<file path="src/rtl/aes_pkg.sv">
`timescale 1ns / 1ps
package aes_pkg;

  localparam int KeyWords  = 44;
  localparam int NumRounds = 10;

  typedef enum logic [1:0] {
    REG_KEY_UPPER = 2'd0,
    REG_KEY_LOWER = 2'd1
  } reg_index_t;

  typedef enum logic [1:0] {
    ST_IDLE,
    ST_EXPAND,
    ST_ROUND,
    ST_DONE
  } state_t;

  typedef struct packed {
    logic       key_load;
    logic       key_step;
    logic [3:0] key_addr;
    logic       blk_load;
    logic       blk_round;
    logic       init_add;
    logic [3:0] round;
    logic       last;
    logic       out_load;
  } cmd_t;

  typedef logic [7:0] sbox_t [256];

  localparam sbox_t SBox = '{
    8'h63,8'h7c,8'h77,8'h7b,8'hf2,8'h6b,8'h6f,8'hc5,8'h30,8'h01,8'h67,8'h2b,8'hfe,8'hd7,8'hab,8'h76,
    8'hca,8'h82,8'hc9,8'h7d,8'hfa,8'h59,8'h47,8'hf0,8'had,8'hd4,8'ha2,8'haf,8'h9c,8'ha4,8'h72,8'hc0,
    8'hb7,8'hfd,8'h93,8'h26,8'h36,8'h3f,8'hf7,8'hcc,8'h34,8'ha5,8'he5,8'hf1,8'h71,8'hd8,8'h31,8'h15,
    8'h04,8'hc7,8'h23,8'hc3,8'h18,8'h96,8'h05,8'h9a,8'h07,8'h12,8'h80,8'he2,8'heb,8'h27,8'hb2,8'h75,
    8'h09,8'h83,8'h2c,8'h1a,8'h1b,8'h6e,8'h5a,8'ha0,8'h52,8'h3b,8'hd6,8'hb3,8'h29,8'he3,8'h2f,8'h84,
    8'h53,8'hd1,8'h00,8'hed,8'h20,8'hfc,8'hb1,8'h5b,8'h6a,8'hcb,8'hbe,8'h39,8'h4a,8'h4c,8'h58,8'hcf,
    8'hd0,8'hef,8'haa,8'hfb,8'h43,8'h4d,8'h33,8'h85,8'h45,8'hf9,8'h02,8'h7f,8'h50,8'h3c,8'h9f,8'ha8,
    8'h51,8'ha3,8'h40,8'h8f,8'h92,8'h9d,8'h38,8'hf5,8'hbc,8'hb6,8'hda,8'h21,8'h10,8'hff,8'hf3,8'hd2,
    8'hcd,8'h0c,8'h13,8'hec,8'h5f,8'h97,8'h44,8'h17,8'hc4,8'ha7,8'h7e,8'h3d,8'h64,8'h5d,8'h19,8'h73,
    8'h60,8'h81,8'h4f,8'hdc,8'h22,8'h2a,8'h90,8'h88,8'h46,8'hee,8'hb8,8'h14,8'hde,8'h5e,8'h0b,8'hdb,
    8'he0,8'h32,8'h3a,8'h0a,8'h49,8'h06,8'h24,8'h5c,8'hc2,8'hd3,8'hac,8'h62,8'h91,8'h95,8'he4,8'h79,
    8'he7,8'hc8,8'h37,8'h6d,8'h8d,8'hd5,8'h4e,8'ha9,8'h6c,8'h56,8'hf4,8'hea,8'h65,8'h7a,8'hae,8'h08,
    8'hba,8'h78,8'h25,8'h2e,8'h1c,8'ha6,8'hb4,8'hc6,8'he8,8'hdd,8'h74,8'h1f,8'h4b,8'hbd,8'h8b,8'h8a,
    8'h70,8'h3e,8'hb5,8'h66,8'h48,8'h03,8'hf6,8'h0e,8'h61,8'h35,8'h57,8'hb9,8'h86,8'hc1,8'h1d,8'h9e,
    8'he1,8'hf8,8'h98,8'h11,8'h69,8'hd9,8'h8e,8'h94,8'h9b,8'h1e,8'h87,8'he9,8'hce,8'h55,8'h28,8'hdf,
    8'h8c,8'ha1,8'h89,8'h0d,8'hbf,8'he6,8'h42,8'h68,8'h41,8'h99,8'h2d,8'h0f,8'hb0,8'h54,8'hbb,8'h16
  };

  function automatic logic [7:0] xtime(input logic [7:0] a);
    return {a[6:0], 1'b0} ^ (a[7] ? 8'h1b : 8'h00);
  endfunction

  function automatic logic [7:0] rcon(input logic [3:0] r);
    logic [7:0] v;
    case (r)
      4'd1: v = 8'h01;
      4'd2: v = 8'h02;
      4'd3: v = 8'h04;
      4'd4: v = 8'h08;
      4'd5: v = 8'h10;
      4'd6: v = 8'h20;
      4'd7: v = 8'h40;
      4'd8: v = 8'h80;
      4'd9: v = 8'h1b;
      4'd10: v = 8'h36;
      default: v = 8'h00;
    endcase
    return v;
  endfunction

endpackage

</file>
<file path="src/rtl/aes_ctrl.sv">
`timescale 1ns / 1ps
module aes_ctrl import aes_pkg::*; (
  input  logic clk,
  input  logic rst,
  input  logic key_write,
  input  logic in_fire,
  input  logic out_fire,
  output logic in_rdy,
  output logic out_vld,
  output cmd_t cmd
);

  state_t     st;
  state_t     st_next;
  logic [3:0] cnt;
  logic [3:0] cnt_next;
  logic       key_pend;
  logic       key_pend_next;
  logic       out_full;
  logic       out_full_next;
  logic       done;

  always_comb begin
    st_next = st;
    cnt_next = cnt;
    case (st)
      ST_IDLE: begin
        if (key_pend) begin
          st_next = ST_EXPAND;
          cnt_next = 4'd1;
        end else if (in_fire) begin
          st_next = ST_ROUND;
          cnt_next = 4'd0;
        end
      end
      ST_EXPAND: begin
        cnt_next = cnt + 4'd1;
        if (cnt == 4'(NumRounds)) st_next = ST_IDLE;
      end
      ST_ROUND: begin
        cnt_next = cnt + 4'd1;
        if (cnt == 4'(NumRounds)) st_next = ST_DONE;
      end
      ST_DONE: begin
        if (!out_full || out_fire) st_next = ST_IDLE;
      end
      default: st_next = ST_IDLE;
    endcase
  end

  assign done = (st == ST_DONE) && (!out_full || out_fire);

  always_comb begin
    key_pend_next = key_write || (key_pend && st != ST_IDLE);
    out_full_next = done || (out_full && !out_fire);
  end

  always_comb begin
    cmd = '0;
    in_rdy = (st == ST_IDLE) && !key_pend && !key_write;
    out_vld = out_full;
    cmd.key_load = (st == ST_IDLE) && key_pend;
    cmd.key_step = (st == ST_EXPAND);
    cmd.key_addr = cnt;
    cmd.blk_load = in_fire;
    cmd.blk_round = (st == ST_ROUND);
    cmd.init_add = (cnt == 4'd0);
    cmd.round = in_fire ? 4'd0 : cnt_next;
    cmd.last = (cnt == 4'(NumRounds));
    cmd.out_load = done;
  end

  always_ff @(posedge clk) begin
    if (rst) begin
      st <= ST_IDLE;
      cnt <= '0;
      key_pend <= 1'b0;
      out_full <= 1'b0;
    end else begin
      st <= st_next;
      cnt <= cnt_next;
      key_pend <= key_pend_next;
      out_full <= out_full_next;
    end
  end

  a_no_accept_busy: assert property (@(posedge clk) disable iff (rst)
    in_fire |-> st == ST_IDLE) else $error("accept while busy");
  a_round_bound: assert property (@(posedge clk) disable iff (rst)
    st == ST_ROUND |-> cnt <= 4'(NumRounds)) else $error("round count overrun");
  a_done_next: assert property (@(posedge clk) disable iff (rst)
    (st == ST_ROUND && cnt == 4'(NumRounds)) |=> st == ST_DONE) else $error("no done");

endmodule

</file>
<file path="config.mk">
export PLATFORM = sky130hd
export DESIGN_NAME = aes_ctrl
export DESIGN_NICKNAME = d
export VERILOG_FILES = /design/src/rtl/aes_pkg.sv /design/src/rtl/aes_ctrl.sv
export SDC_FILE = /design/constraint.sdc
export NUM_CORES = 1
export LEC_CHECK = 0
export BUFFER_PORTS_ARGS = -buffer_cell sky130_fd_sc_hd__clkbuf_2
export CORE_UTILIZATION = 44
export CTS_CLUSTER_SIZE = 20
export DETAILED_ROUTE_END_ITERATION = 8
export PLACE_DENSITY = 0.72
export SYNTH_ARGS = -nofsm -noshare
export SYNTH_HDL_FRONTEND = slang
export SYNTH_SLANG_ARGS = --single-unit
export TNS_END_PERCENT = 5
</file>
<file path="constraint.sdc">
create_clock -name clk -period 1.7 [get_ports clk]
set_input_delay 0.085 -clock clk [delete_from_list [all_inputs] [get_ports clk]]
set_output_delay 0.085 -clock clk [all_outputs]
set_load 0.05 [all_outputs]
</file>
# Word-level counts from Yosys, hierarchy flattened
# Index checks and enable logic that the tools add are counted.
# Widths: inputs -> output; s select.
[totals] reg_bits=8 in_bits=5 output_inout_bits=17 elab_cells=41
[op_classes] addsub=1 n_eq_ne=8 n_mux=10 n_reduce_logical=18
[op_table] op="$mux 4" n=3
[op_table] op="$mux 2" n=5
[op_table] op="$pmux 2 s4" n=1
[op_table] op="$pmux 4 s2" n=1
[op_table] op="$logic_and 1x1->1" n=6
[op_table] op="$ne 2x2->1 const B" n=3
[op_table] op="$add 4x1->4 const B" n=1
[op_table] op="$eq 2x2->1 const B" n=2
[op_table] op="$eq 4x4->1 const B" n=1
[op_table] op="$logic_not 1->1" n=4
[op_table] op="$logic_not 4->1" n=1
[op_table] op="$reduce_and 4->1" n=1
[op_table] op="$logic_or 1x1->1" n=3
[op_table] op="$ne 3x3->1 const B" n=1
[op_table] op="$eq 2x1->1 const B" n=1
[op_table] op="$logic_not 2->1" n=1
[op_table] op="$reduce_bool 2->1" n=1
[op_table] op="$reduce_or 2->1" n=1

# Logic depth before layout (Yosys ltp)
[logic_depth] word_depth=4 depth_mapped=5

# Least setup slack after synthesis
# Ideal clock, no wire load.
[synth_path] kind="register to output" startpoint="register cnt[2]" endpoint="output cmd[5] in the netlist's numbering" arrival_time_ps=2274 required_time_ps=1615 setup_slack_ps=-659 stages_incl_launch_ff=4 n_path_buf=0 cell_sequence="dfxtp_1 nand3_1 xor2_1 o32ai_1"
[synth_rtl] element="from (decl)" line_no="aes_ctrl.sv:15" rtl="logic [3:0] cnt;"
[synth_rtl] element="from (signal assigned)" line_no="aes_ctrl.sv:81" rtl="cnt <= cnt_next;"
[synth_rtl] element="to (decl)" line_no="aes_ctrl.sv:10" rtl="output cmd_t cmd"

==> metrics.cfg <==
[outcome]
status=finished, final reports clean

[clocking]
cts_root_buffer=clkbuf_4
clock_latency_ns=0.26
ctsHoldBuffers=0
clock_path_buffers=2
h-tree-depth=1
cts_buffers=3
cts_tree=built
clk_pin_slew_worst_paths_ns=0.06
cts_sinks=8

[synth]
synthFlopType=dfxtp_1
synthesis.area_um2=610.6
ys_types=23
ys_async_sr_fraction=0
syn-num-nets=84
postSynthCellCount=71
synth-edff-count=0
ys_seq_area_frac=0.2623
yosys_warnings=0
synth-seq-cells=8
synthesis.area_per_instance_um2=8.600

[detailed_routing]
dr_total_vias=559
firstDrtPassIters=4
ant_nets=0
drt_iter0_drc=9
drc=0
drt-total-wl_um=1343
vias_per_cell=5.128
routedWlPerCell_um=12.32

[grt]
grt_antenna_before_repair=0
grt_max_degree=12
grt-ovfl-total=0
first_global_vias=457
grt_pass1_wl_um=1925
grt_util_all_layers=0.1914

[placed_design]
dp_hpwl_um=928.9
routabilityCongestion=0.6864
port_buffers=21
dpl.cell_count=105

[power]
p_leak_nw=0.4344
total_power_mw=1.264
power.density_nw_per_um2=1475
peakVddDrop_uv=875.3

[floorplan]
core-area_um2=1301
num_io_pins=22
dieArea_um2=1541
rows=13
die_x_um=39.25
start_util=0.4692
die_y_um=39.25

[run]
drv_cap=0

[setup_path]
slowest_stage=dfxtp_1
cp-start-kind=flop
crit_type=reg2out
end_kind=output pin
crit_required_ns=1.62
cp.arrival_ns=1.58
crit_chain=nand3_1 -> xor2_1 -> o32ai_2 -> clkbuf_8
path_max_fanout=7
critPathMaxStageDelay_ns=0.47

[cells_and_area]
area_delta_synth_final_pct=40.37
antenna_cells=0
fin_cells=109
final_common_cell=clkbuf_2
nets=109
layout_common_cells=clkbuf_2 (17), nor2_1 (6), a21oi_1 (6)
drive_gt1_frac=0.4894

[sta]
hold_slack_ns=0.05776
final_hold_viol_count=0
finalCriticalPeriod_ns=1.664
worst_slew_pin_slew_ns=0.2848
slew-limit-headroom=0.8099
fin_skew_ns=0.002412
setup-violations-final=0
period_share=0.9791
grt_setup_unrepaired=true
finalSetupTns_ns=0
fmax_mhz=600.8
maxSlewViolCount=0

[worst_hold_path]
hold_class=in2reg

## final cells by class
class / count / area (um2)
Multi-Input combinational cell: 53 / 461.7
Fill cell: 109 / 444.2
Timing Repair Buffer: 23 / 158.9
Sequential cell: 8 / 166.4
Tap cell: 15 / 18.77
Clock buffer: 3 / 22.52
Inverter: 7 / 28.78
## logic make-up after synthesis
logic type / share of synthesized area
fa+ha+maj: 0.1639
simple gates: 0.2766
xor+xnor: 0.01435
compound gates: 0.1721
flops: 0.2623
buf+inv: 0.07377
mux: 0.03688
## per-stage QoR
stage	util	worst slack [ns]	area [um2]
2_1_floorplan	-	-0.1778	630.6
3_3_place_gp	0.5712	0.05645	743.2
3_5_place_dp	0.5712	-0.007041	743.2
4_1_cts	0.6346	0.03697	825.8
5_1_grt	0.6587	-0.04229	857.1
6_report	0.6587	0.03554	857.1
## power breakdown
part | switching, mW | total (mW) | internal (mW) | leakage, nW
registers | 0.0545 | 0.285 | 0.231 | 0.0669
clock network | 0.0742 | 0.156 | 0.0815 | 0.0138
logic | 0.518 | 0.823 | 0.305 | 0.354
total | 0.647 | 1.26 | 0.618 | 0.434
## layer usage
metal  up-vias  track usage  part of all wire
met1       252       0.2318              0.44
li1        286            -                 -
met3         5      0.03409             0.039
met2        16       0.3042              0.50
met5         -            0                 0
met4         0       0.1293             0.027
## state kept, by name, summed over array words and instances, names as in the netlist
signal,flops
cnt,4
key_pend,1
out_vld,1
st,2
## worst max-delay path, delay by kind of cell (launching register included)
family	cells	cell delay [ns]
AO/OA/AOI/OAI	1	0.29
XOR/XNOR	1	0.18
buffers and inverters	1	0.23
flip-flops	1	0.47
AND/OR/NAND/NOR	1	0.15
## final timing paths
path	startpoint	endpoint	slack [ns]	depth (start not counted)
hold / removal	key_write	key_pend	0.06	3
setup reg to reg	st[0]	st[1]	0.10	5
setup / recovery	cnt[2]	cmd[5]	0.04	4
hold reg to reg	cnt[1]	cnt[1]	0.53	2
## what timing repair did
| item | CTS | global route |
|---|---|---|
| endpoints found under the setup margin | 6 | 6 |
| gates resized for setup | 14 | 12 |
| buffers inserted | 1 | 0 |
| pin swaps | 2 | 3 |
## cells in the mapped netlist, types with 2 or more instances
| cell | count | area [um2] |
|---|---|---|
| inv_1 | 7 | 26.28 |
| a21oi_1 | 9 | 45.04 |
| nor2b_1 | 4 | 25.02 |
| ha_1 | 8 | 100.1 |
| mux2_1 | 2 | 22.52 |
| nor3b_1 | 2 | 15.01 |
| nor2_1 | 7 | 26.28 |
| o32ai_1 | 2 | 17.52 |
| or2b_1 | 3 | 22.52 |
| dfxtp_1 | 8 | 160.2 |
| buf_4 | 2 | 15.01 |
| nand2b_1 | 3 | 18.77 |
| o21ai_1 | 4 | 20.02 |
(Power assumes the default switching activity.)
